[config.mk]
export PLATFORM = sky130hd
export DESIGN_NAME = round_robin_ready_list_flat
export DESIGN_NICKNAME = d
export VERILOG_FILES = /design/src/rtl/rrl_pkg.sv /design/src/rtl/rrl_if.sv /design/src/rtl/rrl_ram.sv /design/src/rtl/rrl_seq.sv /design/src/rtl/round_robin_ready_list.sv /design/src/flat_wrapper.sv
export SDC_FILE = /design/constraint.sdc
export NUM_CORES = 1
export LEC_CHECK = 0
export BUFFER_PORTS_ARGS = -buffer_cell sky130_fd_sc_hd__buf_2
export CORE_ASPECT_RATIO = 2
export CORE_MARGIN = 2
export CORE_UTILIZATION = 45
export CTS_BUF_LIST = sky130_fd_sc_hd__clkbuf_8
export CTS_CLUSTER_SIZE = 12
export DETAILED_ROUTE_END_ITERATION = 6
export GPL_ROUTABILITY_DRIVEN = 1
export PLACE_DENSITY_LB_ADDON = 0.1
export REMOVE_ABC_BUFFERS = 1
export SYNTH_ARGS = -nofsm -noshare
export SYNTH_HDL_FRONTEND = slang
export SYNTH_SLANG_ARGS = --single-unit
[constraint.sdc]
create_clock -name clk -period 3 [get_ports clk]
set_clock_uncertainty 0.15 [all_clocks]
set_input_delay 0.45 -clock clk [delete_from_list [all_inputs] [get_ports clk]]
set_output_delay 0.45 -clock clk [all_outputs]
set_load 0.1 [all_outputs]
[src/rtl/rrl_pkg.sv]
package rrl_pkg;

    localparam int THREAD_SLOTS = 8;
    localparam int IDX_W        = $clog2(THREAD_SLOTS);
    localparam int CMD_W        = 2;
    localparam int ID_W         = 3;

    localparam logic [IDX_W-1:0] IDLE_ID = '0;

    localparam logic ST_OK   = 1'b0;
    localparam logic ST_FAIL = 1'b1;

    typedef enum logic [CMD_W-1:0] {
        CMD_ENQ = 2'd0,
        CMD_DEQ = 2'd1,
        CMD_ADV = 2'd2
    } rrl_cmd_t;

    localparam logic [CMD_W-1:0] CMD_UNUSED = 2'd3;

    typedef struct packed {
        logic             we;
        logic [IDX_W-1:0] waddr;
        logic [IDX_W-1:0] wdata;
        logic [IDX_W-1:0] raddr;
    } rrl_mem_req_t;

    function automatic logic id_usable(input logic [ID_W-1:0] id);
        return (id != '0) && (32'(id) < THREAD_SLOTS);
    endfunction

endpackage

[src/rtl/rrl_if.sv]
interface rrl_cmd_if
    import rrl_pkg::*;
();
    logic            valid;
    logic            ready;
    logic [CMD_W-1:0] cmd;
    logic [ID_W-1:0] thread_id;

    modport source (output valid, output cmd, output thread_id, input ready);
    modport sink   (input valid, input cmd, input thread_id, output ready);
endinterface

interface rrl_res_if
    import rrl_pkg::*;
();
    logic            valid;
    logic            ready;
    logic            status;
    logic [ID_W-1:0] current_thread;

    modport source (output valid, output status, output current_thread, input ready);
    modport sink   (input valid, input status, input current_thread, output ready);
endinterface

[src/rtl/rrl_ram.sv]
module rrl_ram #(
    parameter int WIDTH = 8,
    parameter int DEPTH = 8
) (
    input  logic                     clk,
    input  logic                     we,
    input  logic [$clog2(DEPTH)-1:0] waddr,
    input  logic [WIDTH-1:0]         wdata,
    input  logic [$clog2(DEPTH)-1:0] raddr,
    output logic [WIDTH-1:0]         rdata
);

    logic [WIDTH-1:0] mem [DEPTH];
    logic [WIDTH-1:0] rdata_reg;

    always_ff @(posedge clk)
    begin
        if (we)
        begin
            mem[waddr] <= wdata;
        end
        rdata_reg <= mem[raddr];
    end

    assign rdata = rdata_reg;

endmodule

[src/rtl/rrl_seq.sv]
module rrl_seq
    import rrl_pkg::*;
(
    input  logic             clk,
    input  logic             rst_n,
    rrl_cmd_if.sink          req,
    rrl_res_if.source        rsp,
    output rrl_mem_req_t     nl_req,
    output rrl_mem_req_t     pl_req,
    input  logic [IDX_W-1:0] nl_rdata,
    input  logic [IDX_W-1:0] pl_rdata
);

    typedef enum logic [2:0] {
        S_CLEAR,
        S_IDLE,
        S_ADV,
        S_RD0,
        S_RD1,
        S_WR1,
        S_WR2
    } state_t;

    state_t           state_reg, state_next;
    logic [IDX_W-1:0] clr_cnt_reg, clr_cnt_next;
    rrl_cmd_t         cmd_reg, cmd_next;
    logic [IDX_W-1:0] tid_reg, tid_next;
    logic [IDX_W-1:0] nt_reg, nt_next;
    logic [IDX_W-1:0] pt_reg, pt_next;
    logic [IDX_W-1:0] first_reg, first_next;
    logic [IDX_W-1:0] last_reg, last_next;
    logic [IDX_W-1:0] cur_reg, cur_next;
    logic             out_valid_reg, out_valid_next;
    logic             out_status_reg, out_status_next;
    logic [IDX_W-1:0] out_cur_reg, out_cur_next;

    logic             accept;
    logic [IDX_W-1:0] req_idx;
    logic             is_first;
    logic             is_last;

    assign req.ready = (state_reg == S_IDLE) && (!out_valid_reg || rsp.ready);
    assign accept    = req.valid && req.ready;
    assign req_idx   = IDX_W'(req.thread_id);
    assign is_first  = (first_reg == tid_reg);
    assign is_last   = (last_reg == tid_reg);

    assign rsp.valid          = out_valid_reg;
    assign rsp.status         = out_status_reg;
    assign rsp.current_thread = ID_W'(out_cur_reg);

    always_comb
    begin
        state_next      = state_reg;
        clr_cnt_next    = clr_cnt_reg;
        cmd_next        = cmd_reg;
        tid_next        = tid_reg;
        nt_next         = nt_reg;
        pt_next         = pt_reg;
        first_next      = first_reg;
        last_next       = last_reg;
        cur_next        = cur_reg;
        out_valid_next  = out_valid_reg && !rsp.ready;
        out_status_next = out_status_reg;
        out_cur_next    = out_cur_reg;
        nl_req          = '0;
        pl_req          = '0;

        case (state_reg)
            S_CLEAR:
            begin
                nl_req.we    = 1'b1;
                nl_req.waddr = clr_cnt_reg;
                nl_req.wdata = IDLE_ID;
                pl_req.we    = 1'b1;
                pl_req.waddr = clr_cnt_reg;
                pl_req.wdata = IDLE_ID;
                if (clr_cnt_reg == IDX_W'(THREAD_SLOTS - 1))
                begin
                    state_next = S_IDLE;
                end
                else
                begin
                    clr_cnt_next = clr_cnt_reg + 1'b1;
                end
            end
            S_IDLE:
            begin
                if (accept)
                begin
                    tid_next = req_idx;
                    case (req.cmd)
                        CMD_ADV:
                        begin
                            cmd_next      = CMD_ADV;
                            nl_req.raddr  = cur_reg;
                            state_next    = S_ADV;
                        end
                        CMD_ENQ, CMD_DEQ:
                        begin
                            cmd_next = rrl_cmd_t'(req.cmd);
                            if (id_usable(req.thread_id))
                            begin
                                nl_req.raddr = req_idx;
                                pl_req.raddr = req_idx;
                                state_next   = S_RD0;
                            end
                            else
                            begin
                                out_valid_next  = 1'b1;
                                out_status_next = ST_FAIL;
                                out_cur_next    = cur_reg;
                            end
                        end
                        default:
                        begin
                            out_valid_next  = 1'b1;
                            out_status_next = ST_FAIL;
                            out_cur_next    = cur_reg;
                        end
                    endcase
                end
            end
            S_ADV:
            begin
                cur_next        = nl_rdata;
                out_valid_next  = 1'b1;
                out_status_next = ST_OK;
                out_cur_next    = nl_rdata;
                state_next      = S_IDLE;
            end
            S_RD0:
            begin
                nt_next      = nl_rdata;
                pt_next      = pl_rdata;
                nl_req.raddr = IDLE_ID;
                pl_req.raddr = IDLE_ID;
                if ((cmd_reg == CMD_ENQ) == (nl_rdata != IDLE_ID))
                begin
                    out_valid_next  = 1'b1;
                    out_status_next = ST_FAIL;
                    out_cur_next    = cur_reg;
                    state_next      = S_IDLE;
                end
                else
                begin
                    state_next = S_RD1;
                end
            end
            S_RD1:
            begin
                first_next = nl_rdata;
                last_next  = pl_rdata;
                state_next = S_WR1;
            end
            S_WR1:
            begin
                nl_req.we  = 1'b1;
                pl_req.we  = 1'b1;
                if (cmd_reg == CMD_ENQ)
                begin
                    nl_req.waddr = (first_reg == IDLE_ID) ? IDLE_ID : last_reg;
                    nl_req.wdata = tid_reg;
                    pl_req.waddr = tid_reg;
                    pl_req.wdata = last_reg;
                end
                else if (is_first && is_last)
                begin
                    nl_req.waddr = IDLE_ID;
                    nl_req.wdata = IDLE_ID;
                    pl_req.waddr = IDLE_ID;
                    pl_req.wdata = IDLE_ID;
                end
                else if (is_first)
                begin
                    nl_req.waddr = IDLE_ID;
                    nl_req.wdata = nt_reg;
                    pl_req.waddr = nt_reg;
                    pl_req.wdata = last_reg;
                end
                else if (is_last)
                begin
                    pl_req.waddr = IDLE_ID;
                    pl_req.wdata = pt_reg;
                    nl_req.waddr = pt_reg;
                    nl_req.wdata = first_reg;
                end
                else
                begin
                    nl_req.waddr = pt_reg;
                    nl_req.wdata = nt_reg;
                    pl_req.waddr = nt_reg;
                    pl_req.wdata = pt_reg;
                end
                state_next = S_WR2;
            end
            S_WR2:
            begin
                nl_req.we    = 1'b1;
                pl_req.we    = 1'b1;
                nl_req.waddr = tid_reg;
                if (cmd_reg == CMD_ENQ)
                begin
                    nl_req.wdata = ((first_reg == IDLE_ID) || (last_reg == IDLE_ID)) ?
                                   tid_reg : first_reg;
                    pl_req.waddr = IDLE_ID;
                    pl_req.wdata = tid_reg;
                end
                else
                begin
                    nl_req.wdata = IDLE_ID;
                    pl_req.waddr = tid_reg;
                    pl_req.wdata = IDLE_ID;
                end
                out_valid_next  = 1'b1;
                out_status_next = ST_OK;
                out_cur_next    = cur_reg;
                state_next      = S_IDLE;
            end
            default:
            begin
                state_next = S_IDLE;
            end
        endcase
    end

    always_ff @(posedge clk or negedge rst_n)
    begin
        if (!rst_n)
        begin
            state_reg      <= S_CLEAR;
            clr_cnt_reg    <= '0;
            cmd_reg        <= CMD_ENQ;
            tid_reg        <= '0;
            nt_reg         <= '0;
            pt_reg         <= '0;
            first_reg      <= '0;
            last_reg       <= '0;
            cur_reg        <= IDLE_ID;
            out_valid_reg  <= 1'b0;
            out_status_reg <= ST_OK;
            out_cur_reg    <= IDLE_ID;
        end
        else
        begin
            state_reg      <= state_next;
            clr_cnt_reg    <= clr_cnt_next;
            cmd_reg        <= cmd_next;
            tid_reg        <= tid_next;
            nt_reg         <= nt_next;
            pt_reg         <= pt_next;
            first_reg      <= first_next;
            last_reg       <= last_next;
            cur_reg        <= cur_next;
            out_valid_reg  <= out_valid_next;
            out_status_reg <= out_status_next;
            out_cur_reg    <= out_cur_next;
        end
    end

endmodule

[src/rtl/round_robin_ready_list.sv]
// channel  dir  word                       handshake
// req      in   cmd, thread_id             valid / ready
// rsp      out  status, current_thread     valid / ready
//
// After reset a clearing pass zeroes both link memories; req.ready stays low meanwhile.
// One word in flight: advance reads the cursor's next link; enqueue and dequeue run the
// read-then-write steps S_RD0, S_RD1, S_WR1, S_WR2 on the single-port-pair link memories.
// A bad id or unused command answers at the accept edge; an already or not listed thread
// answers from S_RD0, once the link reads return.
// A new word is taken only once the result register is empty or drains in the same cycle.
module round_robin_ready_list
    import rrl_pkg::*;
(
    input  logic      clk,
    input  logic      rst_n,
    rrl_cmd_if.sink   req,
    rrl_res_if.source rsp
);

    rrl_mem_req_t     nl_req;
    rrl_mem_req_t     pl_req;
    logic [IDX_W-1:0] nl_rdata;
    logic [IDX_W-1:0] pl_rdata;

    rrl_seq u_seq (
        .clk      (clk),
        .rst_n    (rst_n),
        .req      (req),
        .rsp      (rsp),
        .nl_req   (nl_req),
        .pl_req   (pl_req),
        .nl_rdata (nl_rdata),
        .pl_rdata (pl_rdata)
    );

    rrl_ram #(
        .WIDTH (IDX_W),
        .DEPTH (THREAD_SLOTS)
    ) u_next_ram (
        .clk   (clk),
        .we    (nl_req.we),
        .waddr (nl_req.waddr),
        .wdata (nl_req.wdata),
        .raddr (nl_req.raddr),
        .rdata (nl_rdata)
    );

    rrl_ram #(
        .WIDTH (IDX_W),
        .DEPTH (THREAD_SLOTS)
    ) u_prev_ram (
        .clk   (clk),
        .we    (pl_req.we),
        .waddr (pl_req.waddr),
        .wdata (pl_req.wdata),
        .raddr (pl_req.raddr),
        .rdata (pl_rdata)
    );

endmodule

[src/flat_wrapper.sv]
// flat-port wrapper written by rule: the top's interface ports become plain ports
module round_robin_ready_list_flat import rrl_pkg::*;
  (clk, rst_n, req_valid, req_cmd, req_thread_id, req_ready, rsp_valid, rsp_status, rsp_current_thread, rsp_ready);
  rrl_cmd_if req_i ();
  rrl_res_if rsp_i ();
  input  logic clk;
  input  logic rst_n;
  input wire logic [$bits(req_i.valid)-1:0] req_valid;
  input wire logic [$bits(req_i.cmd)-1:0] req_cmd;
  input wire logic [$bits(req_i.thread_id)-1:0] req_thread_id;
  output wire logic [$bits(req_i.ready)-1:0] req_ready;
  output wire logic [$bits(rsp_i.valid)-1:0] rsp_valid;
  output wire logic [$bits(rsp_i.status)-1:0] rsp_status;
  output wire logic [$bits(rsp_i.current_thread)-1:0] rsp_current_thread;
  input wire logic [$bits(rsp_i.ready)-1:0] rsp_ready;
  assign req_i.valid = req_valid;
  assign req_i.cmd = req_cmd;
  assign req_i.thread_id = req_thread_id;
  assign req_ready = req_i.ready;
  assign rsp_valid = rsp_i.valid;
  assign rsp_status = rsp_i.status;
  assign rsp_current_thread = rsp_i.current_thread;
  assign rsp_i.ready = rsp_ready;
  round_robin_ready_list u_core (.clk(clk), .rst_n(rst_n), .req(req_i), .rsp(rsp_i));
endmodule
==> flow_summary.yaml, run 1 <==
run_status:
  status: "finished clean"
finish:
  layout.nets: 386
  area_growth_pct: 10.6
  antenna_cells: 0
  seq_area_um2: 2340
  top_regs: "u_core.u_next_ram.mem (24), u_core.u_prev_ram.mem (24)"
  nFillCells: 822
  most-common-layout-cells: "edfxtp_1 (48), dfrtp_1 (31), nor2_1 (30)"
  multiInputGateArea_um2: 1710
  layout_commonest_cell: "edfxtp_1"
  final_layout_size_suffix_gt1_share_pct: 20.0
  post-route-util_pct: 51.1
  design_area_um2: 4580
synthesis:
  synthFlopType: "edfxtp_1"
  synth_cell_types: 54
  synth-seq-area-share_pct: 56.5
  async_reset_ff_share_pct: 36.5
  synth_edf_count: 48
  yosys_warnings: 0
  syn_avg_cell_area_um2: 11.6
  syn_inst: 356
  netlist_area_um2: 4140
  yosys_register_bits: 85
floorplan:
  placementRows: 49
  die_h_um: 140
  initial_utilization_pct: 46.2
  io_pins: 15
  die_w_um: 71.8
  core_um2: 8950
  dieArea_um2: 10000
power:
  vdd_drop_max_uv: 484
  powerDensity_nw_per_um2: 1150
  p_total_uw: 5250
  leakagePower_uw: 0.00180
worst_setup_path:
  reg2reg_depth: 6
  r2r_start: "u_core.u_seq.state_reg[1]$_DFFE_PN0P_"
  crit_type: "reg -> reg"
  path_cells: "buf_4, nor3_1, a32o_1, a31oi_1, or2_2, nor2_1"
  slowest_stage: "nor3_1"
  cpPeakStageDelay_ns: 0.49
  r2r_slack_ns: 0.38
  cp.required_ns: 2.89
  arrival_ns: 2.52
  end_kind: "flip-flop"
  critPathLaunchType: "flip-flop"
  critPathMaxFanout: 10
  r2r_end: "u_core.u_prev_ram.mem[6][2]$_DFFE_PP_"
min_path:
  hold_path_class: "in -> reg"
  min_to: "u_core.u_seq.cmd_reg[0]$_DFFE_PN0P_"
  whs_path_depth: 3
  min-delay-start: "req_cmd[0]"
detailed_routing:
  via_count: 2909
  wirelength_um: 10700
  drc_errors: 0
  routed_via_density: 6.04
  wl_met2_um: 6320
  wl_per_cell_um: 22.3
  dr.first_iter.drc_count: 231
  top_layer: "met4"
  met1_length_um: 3480
  dr_wl_met3_um: 378
  ant_nets: 0
  drt_pre_antenna_iters: 5
clock_tree:
  cts_tree: "built"
  numCtsBuffers: 9
  clkLatencyLatePin_ns: 0.37
  h-tree-depth: 3
  cts.path.max_buffers: 2
  cts_sinks: 85
  path_clk_slew_ns: 0.08
  post_cts_resized: 0
  clk_root_buffer_cell: "clkbuf_8"
global_route:
  overflow: 0
  track_usage_pct: 22.6
  grt_pass1_vias: 2992
  grt_pass1_wl_um: 16200
  grt_max_degree: 32
  antenna_found_initial: 0
sta:
  min_period_ns: 2.62
  worst_pin_slew_ns: 0.764
  finalHoldViolations: 0
  timing.max_slew.rel_slack_pct: 48.9
  fin_crit_sh_pct: 87.4
  clock.fmax_mhz: 382
  fin_setup_tns_ns: 0
  setup_violations: 0
  maxSlewViolCount: 0
  rsz0062_at_grt: "false"
place:
  port_buffers: 14
  hpwl_um: 8280
  gp_congestion: 0.949
  placed_cell_area_um2: 4340
job:
  maxCapViolations: 0
[layout make-up]
class | count | area share (%)
timing repair buffer | 27 | 3.72
inverter | 2 | 0.164
sequential | 85 | 51.1
clock inverter | 7 | 2.19
clock buffer | 9 | 2.71
multi-input combinational | 250 | 37.4
tap | 102 | 2.79
[cells in the mapped netlist (all sizes together), types with 6 or more instances]
| cell | number | area, um^2 |
|---|---|---|
| nor2b | 9 | 56.3 |
| nand2b | 7 | 51.3 |
| a21oi | 25 | 125 |
| mux2 | 22 | 248 |
| nand2 | 27 | 101 |
| dfxtp | 6 | 120 |
| dfrtp | 31 | 776 |
| clkbuf | 12 | 46.3 |
| nor2 | 30 | 113 |
| nor3 | 10 | 55.1 |
| nand3 | 6 | 30.0 |
| mux2i | 21 | 210 |
| edfxtp | 48 | 1440 |
| and3 | 6 | 37.5 |
| buf | 7 | 38.8 |
| a221o | 6 | 60.1 |
| o21ai | 10 | 50.1 |
| o21a | 6 | 45.0 |
[stage by stage]
step | setup WS [ns] | hold slack, ns | instances
floorplan | -1.15 | 0.00441 | 337
global placement | 0.438 | 0.318 | 465
detailed placement | 0.425 | 0.325 | 465
CTS | 0.414 | 0.248 | 482
global route | 0.191 | 0.275 | 482
finish | 0.379 | 0.254 | 482
[timing repair]
item / in CTS / in global routing
setup buffers: 0 / 0
setup endpoints to repair: 0 / 0
hold endpoints to repair: 17 / 0
hold buffers: 1 / 0
[cell families after synthesis]
logic type	Yosys count	share of synthesized area (%)
and+or+nand+nor	125	15.9
xor gates and xnor gates	8	1.69
DFF	85	56.5
buffers and inverters	21	2.24
muxes	43	11.1
adders and majority gates	2	0.604
AOI/OAI and AO/OA	72	12.1
[power breakdown]
group	switching (uW)	total (uW)	leakage, uW	internal (uW)
logic	1400	2210	0.000813	806
registers	389	2150	0.000877	1760
clock network	419	891	0.000113	472
[routing by layer]
layer / up-vias / GRT usage (%)
li1: 1371 / -
met1: 1430 / 20.9
met2: 83 / 43.9
met3: 25 / 3.19
met4: 0 / 14.0
met5: - / 0
[critical path: cells and delay by family (launching register included)]
family / cells / cell delay (ns)
AO/OA/AOI/OAI: 2 / 0.40
buffers and inverters: 1 / 0.20
flip-flops: 1 / 0.47
AND/OR/NAND/NOR: 3 / 1.08
[worst max path at each step]
stage                                                       end  slack (ns)  depth (start not counted)                                  start
after global routing      u_core.u_prev_ram.mem[6][2]$_DFFE_PP_        0.19                          6  u_core.u_seq.state_reg[1]$_DFFE_PN0P_
after global placement    u_core.u_prev_ram.mem[1][0]$_DFFE_PP_        0.44                          5    u_core.u_seq.cmd_reg[1]$_DFFE_PN0P_
after CTS                 u_core.u_prev_ram.mem[6][2]$_DFFE_PP_        0.41                          6  u_core.u_seq.state_reg[1]$_DFFE_PN0P_
after detailed placement  u_core.u_next_ram.mem[1][0]$_DFFE_PP_        0.42                          5    u_core.u_seq.tid_reg[0]$_DFFE_PN0P_
after floorplan              u_core.u_next_ram.rdata[1]$_DFF_P_       -1.15                          4       u_core.u_seq.rsp.valid$_DFF_PN0_
final                     u_core.u_prev_ram.mem[6][2]$_DFFE_PP_        0.38                          6  u_core.u_seq.state_reg[1]$_DFFE_PN0P_
Power figures use the tool's default switching activity.
==> run 2: changes to the inputs <==
--- a/config.mk
+++ b/config.mk
@@ -14,6 +14,7 @@
 export DETAILED_ROUTE_END_ITERATION = 6
 export GPL_ROUTABILITY_DRIVEN = 1
 export PLACE_DENSITY_LB_ADDON = 0.1
+export RECOVER_POWER = 100
 export REMOVE_ABC_BUFFERS = 1
 export SYNTH_ARGS = -nofsm -noshare
 export SYNTH_HDL_FRONTEND = slang
==> run 2 against run 1 <==
Compared with the run above: register-to-register slack got worse by 0.10 ns; wire length decreased by 1.5%; combinational power decreased by 3%; largest cell class unchanged; first-iteration DRC count decreased by 1.7%; maximum frequency decreased by 3.7%; non-clock buffer count unchanged; global-route usage unchanged; largest power group is now registers; the run now ends with max-capacitance violations, max-slew violations left; worst setup slack got worse by 0.10 ns; clock power about the same; cell count unchanged; die area unchanged.
==> flow_summary.yaml, run 2 (same netlist as run 1, synthesis figures left out) <==
min_path:
  min-delay-start: "req_cmd[0]"
  whs_path_depth: 3
  min_to: "u_core.u_seq.cmd_reg[0]$_DFFE_PN0P_"
  hold_path_class: "in -> reg"
clock_tree:
  path_clk_slew_ns: 0.08
  numCtsBuffers: 9
  clkLatencyLatePin_ns: 0.37
  cts_tree: "built"
  clk_root_buffer_cell: "clkbuf_8"
  h-tree-depth: 3
  post_cts_resized: 0
  cts.path.max_buffers: 2
  cts_sinks: 85
job:
  maxCapViolations: 1
worst_setup_path:
  r2r_start: "u_core.u_seq.tid_reg[0]$_DFFE_PN0P_"
  cpPeakStageDelay_ns: 0.50
  r2r_end: "u_core.u_next_ram.mem[0][2]$_DFFE_PP_"
  cp.required_ns: 2.87
  reg2reg_depth: 5
  r2r_slack_ns: 0.28
  critPathLaunchType: "flip-flop"
  crit_type: "reg -> reg"
  end_kind: "flip-flop"
  arrival_ns: 2.59
  critPathMaxFanout: 9
  critical_path.top_delay_family: "simple AND/OR/NAND/NOR gates"
  crit_buf_inv: 0
  slowest_stage: "dfrtp_1"
  path_cells: "xor2_1, or3_1, a221o_1, or2_0, nor3_1"
finish:
  layout.nets: 386
  final_layout_size_suffix_gt1_share_pct: 16.1
  nFillCells: 835
  area_growth_pct: 9.52
  most-common-layout-cells: "edfxtp_1 (48), dfrtp_1 (31), nor2_1 (30)"
  top_regs: "u_core.u_next_ram.mem (24), u_core.u_prev_ram.mem (24)"
  antenna_cells: 0
  layout_commonest_cell: "edfxtp_1"
  design_area_um2: 4530
detailed_routing:
  wirelength_um: 10600
  ant_nets: 0
  drt_pre_antenna_iters: 4
  drc_errors: 0
  dr.first_iter.drc_count: 227
  routed_via_density: 5.99
  via_count: 2889
  wl_per_cell_um: 21.9
floorplan:
  placementRows: 49
  dieArea_um2: 10000
  die_w_um: 71.8
  initial_utilization_pct: 46.2
  core_um2: 8950
  io_pins: 15
  die_h_um: 140
place:
  gp_congestion: 0.949
  port_buffers: 14
  hpwl_um: 8280
  placed_cell_area_um2: 4340
global_route:
  track_usage_pct: 22.6
  grt_pass1_wl_um: 16200
  grt_max_degree: 32
  grt_pass1_vias: 2992
  overflow: 0
  antenna_found_initial: 0
sta:
  finalHoldViolations: 0
  min_period_ns: 2.72
  clock.fmax_mhz: 367
  setup_violations: 0
  whs_ns: 0.261
  worst_pin_slew_ns: 1.80
  fin_crit_sh_pct: 90.7
  timing.max_slew.rel_slack_pct: -19.7
  rsz0062_at_grt: "false"
  maxSlewViolCount: 32
power:
  vdd_drop_max_uv: 482
  leakagePower_uw: 0.00175
  powerDensity_nw_per_um2: 1140
  p_total_uw: 5180
run_status:
  status: "finished with violations"
  violations: "max-capacitance violations, max-slew violations"
run 2: cell count changes in the layout (fill, tap and decap cells not counted), sizes merged:
cell,previous run,this run
buf,26,13
clkbuf,9,22
run 2: where the power goes:
group          leakage, uW  internal (uW)  switching [uW]
clock             0.000113            472             417
sequential        0.000877           1760             383
combinational     0.000764            758            1390
total              0.00175           2990            2190
run 2: worst max-delay path by stage:
stage / from / endpoint / cells after the start
after floorplan: u_core.u_seq.rsp.valid$_DFF_PN0_ / u_core.u_next_ram.rdata[1]$_DFF_P_ / 4
after CTS: u_core.u_seq.state_reg[1]$_DFFE_PN0P_ / u_core.u_prev_ram.mem[6][2]$_DFFE_PP_ / 6
after global routing: u_core.u_seq.state_reg[0]$_DFFE_PN0P_ / u_core.u_prev_ram.mem[0][1]$_DFFE_PP_ / 6
after detailed placement: u_core.u_seq.tid_reg[0]$_DFFE_PN0P_ / u_core.u_next_ram.mem[1][0]$_DFFE_PP_ / 5
after global placement: u_core.u_seq.cmd_reg[1]$_DFFE_PN0P_ / u_core.u_prev_ram.mem[1][0]$_DFFE_PP_ / 5
final: u_core.u_seq.tid_reg[0]$_DFFE_PN0P_ / u_core.u_next_ram.mem[0][2]$_DFFE_PP_ / 5
run 2: final cells by class:
type	instances	area (um^2)	area share [%]
Clock inverter	7	100	2.21
Multi-Input combinational cell	250	1700	37.4
Inverter	2	7.51	0.166
Timing Repair Buffer	27	140	3.09
Sequential cell	85	2340	51.6
Tap cell	102	128	2.82
Clock buffer	9	124	2.73
run 2: what timing repair did:
item,4_1_cts,5_1_grt
setup buffers,0,0
setup endpoints to repair,0,0
endpoints found under the hold margin,17,0
hold buffers,1,0
run 2: tightest hold or removal path, cell delays in order:
cell	delay, ns
buf_2	0.12
nor2_1	0.07
nor2_1	0.09
run 2: stage by stage:
step / util [%] / std cells / setup TNS, ns / setup slack (ns)
after floorplan: - / 337 / -4.09 / -1.15
after global placement: 48.5 / 465 / 0 / 0.438
after detailed placement: 48.5 / 465 / 0 / 0.425
after CTS: 51.1 / 482 / 0 / 0.414
after global routing: 50.6 / 482 / 0 / 0.151
final: 50.6 / 482 / 0 / 0.278
run 2: per-layer routing:
metal  track usage [%]  part of all wire, %  wire, um
met4              14.0                  6.0       631
met1              20.9                   33      3460
met3              3.19                  2.6       278
met5                 0                    0         0
met2              43.9                   59      6190
==> run 3: changes to the inputs <==
--- a/config.mk
+++ b/config.mk
@@ -13,7 +13,7 @@
 export CTS_CLUSTER_SIZE = 12
 export DETAILED_ROUTE_END_ITERATION = 6
 export GPL_ROUTABILITY_DRIVEN = 1
-export PLACE_DENSITY_LB_ADDON = 0.1
+export PLACE_DENSITY = 0.71
 export RECOVER_POWER = 100
 export REMOVE_ABC_BUFFERS = 1
 export SYNTH_ARGS = -nofsm -noshare
==> run 3 against run 2 <==
Compared with the run above: the flow still finishes with violations (max-capacitance violations, max-slew violations); die area is the same; via count is 1.4% lower; critical path depth unchanged; power is 3.0% lower; clock-buffer cell count unchanged; combinational power down 6%; core utilization fell by 0.49 points; register-to-register slack worse by 0.03 ns; worst hold slack gained 0.013 ns; cell count decreased by 1.0%; design area decreased by 0.97%; largest cell class unchanged.
==> flow_summary.yaml, run 3 (same netlist as run 1, synthesis figures left out) <==
finish:
  stdcell_count: 477
  nFillCells: 803
  multiInputGateArea_um2: 1700
  seq_area_um2: 2340
  most-common-layout-cells: "edfxtp_1 (48), dfrtp_1 (31), nor2_1 (30)"
  top_regs: "u_core.u_next_ram.mem (24), u_core.u_prev_ram.mem (24)"
  area_growth_pct: 8.46
  antenna_cells: 0
  layout.nets: 381
  post-route-util_pct: 50.2
  final_layout_size_suffix_gt1_share_pct: 15.5
  layout_commonest_cell: "edfxtp_1"
worst_setup_path:
  slowest_stage: "dfrtp_1"
  critPathLaunchType: "flip-flop"
  critPathMaxFanout: 9
  end_kind: "flip-flop"
  cpPeakStageDelay_ns: 0.51
  crit_buf_inv: 0
  arrival_ns: 2.63
  cp.required_ns: 2.88
  crit_type: "reg -> reg"
  path_cells: "xor2_1, or3_1, a221o_1, or2_1, nor3_1"
  critical_path.top_delay_family: "simple AND/OR/NAND/NOR gates"
detailed_routing:
  via_count: 2849
  dr.first_iter.drc_count: 262
  drt_pre_antenna_iters: 4
  wirelength_um: 9970
  routed_via_density: 5.97
  ant_nets: 0
  drc_errors: 0
  wl_per_cell_um: 20.9
min_path:
  hold_path_class: "in -> reg"
clock_tree:
  numCtsBuffers: 9
  clkLatencyLatePin_ns: 0.36
  path_clk_slew_ns: 0.09
  cts.path.max_buffers: 2
  cts_sinks: 85
  clk_root_buffer_cell: "clkbuf_8"
  h-tree-depth: 3
  cts_tree: "built"
floorplan:
  core_um2: 8950
  placementRows: 49
  dieArea_um2: 10000
  die_h_um: 140
  die_w_um: 71.8
  io_pins: 15
  initial_utilization_pct: 46.2
place:
  gp_congestion: 0.894
  port_buffers: 14
  placedCellCount: 460
  hpwl_um: 7810
power:
  leakagePower_uw: 0.00173
  powerDensity_nw_per_um2: 1120
  vdd_drop_max_uv: 547
run_status:
  violations: "max-capacitance violations, max-slew violations"
  status: "finished with violations"
sta:
  timing.max_slew.rel_slack_pct: -15.8
  clock.fmax_mhz: 364
  setup_violations: 0
  finalHoldViolations: 0
  rsz0062_at_grt: "false"
  maxSlewViolCount: 32
  worst_pin_slew_ns: 1.74
  min_period_ns: 2.75
  fin_crit_sh_pct: 91.7
job:
  maxCapViolations: 1
global_route:
  track_usage_pct: 21.1
  grt_max_degree: 32
  grt_pass1_wl_um: 15700
  overflow: 0
  grt_pass1_vias: 2952
  antenna_found_initial: 0
==> run 3: through the flow <==
step / total power, uW / hold slack [ns] / instance area, um^2 / TNS [ns] / setup slack [ns]
detailed placement: 4280 / 0.340 / 4300 / 0 / 0.362
CTS: 5090 / 0.258 / 4510 / 0 / 0.351
floorplan: 3620 / 0.00441 / 4050 / -4.09 / -1.15
global route: 5340 / 0.298 / 4490 / 0 / 0.124
finish: 5030 / 0.275 / 4490 / 0 / 0.250
global placement: 4220 / 0.328 / 4300 / 0 / 0.438
==> run 3: report_power, final <==
part           total (uW)  internal [uW]  switching (uW)  leakage [uW]
sequential           2210           1760             444      0.000877
combinational        2030            739            1290      0.000757
clock                 793            331             462     0.0000990
total                5030           2830            2200       0.00173
==> run 3: worst reg2reg max path: cells and delay by family (launching register included) <==
family / cells / cell delay, ns
xor gates and xnor gates: 1 / 0.20
DFF: 1 / 0.51
AOI/OAI and AO/OA: 1 / 0.45
and+or+nand+nor: 3 / 1.11
==> run 3: area by class of cell <==
class / count / area share, %
clock buffers: 9 / 2.76
clock inverters: 7 / 1.67
inverters: 2 / 0.167
well taps: 102 / 2.84
multi-input cells: 250 / 38.0
flip-flops and latches: 85 / 52.1
repair buffers: 22 / 2.54
==> run 3: path summary, 6_finish.rpt <==
| check | cells after the start | endpoint | startpoint | slack, ns |
|---|---|---|---|---|
| min in group asynchronous | 2 | u_core.u_seq.rsp.current_thread[0]$_DFFE_PN0P_ | rst_n | 0.91 |
| worst min-delay path | 3 | u_core.u_seq.cmd_reg[0]$_DFFE_PN0P_ | req_cmd[0] | 0.27 |
| worst max-delay path | 5 | u_core.u_next_ram.mem[0][1]$_DFFE_PP_ | u_core.u_seq.tid_reg[0]$_DFFE_PN0P_ | 0.25 |
| worst max register to register | 5 | u_core.u_next_ram.mem[0][1]$_DFFE_PP_ | u_core.u_seq.tid_reg[0]$_DFFE_PN0P_ | 0.25 |
| worst min register to register | 1 | u_core.u_seq.last_reg[0]$_DFFE_PN0P_ | u_core.u_prev_ram.rdata[0]$_DFF_P_ | 0.36 |
| max in group asynchronous | 2 | u_core.u_seq.last_reg[0]$_DFFE_PN0P_ | rst_n | 0.77 |
==> run 3: what timing repair did <==
action	CTS	global route
hold buffers	1	0
buffers inserted	0	0
resized for setup	0	0
hold endpoints to repair	10	0
setup endpoints to repair	0	0
==> run 3: layer usage <==
layer	share of wire (%)	wire length, um	track usage [%]	vias up
li1	-	-	-	1358
met1	35	3510	20.7	1438
met2	60	5970	41.1	39
met3	1.7	173	3.33	14
met4	3.1	312	9.43	0
met5	0	0	0	-
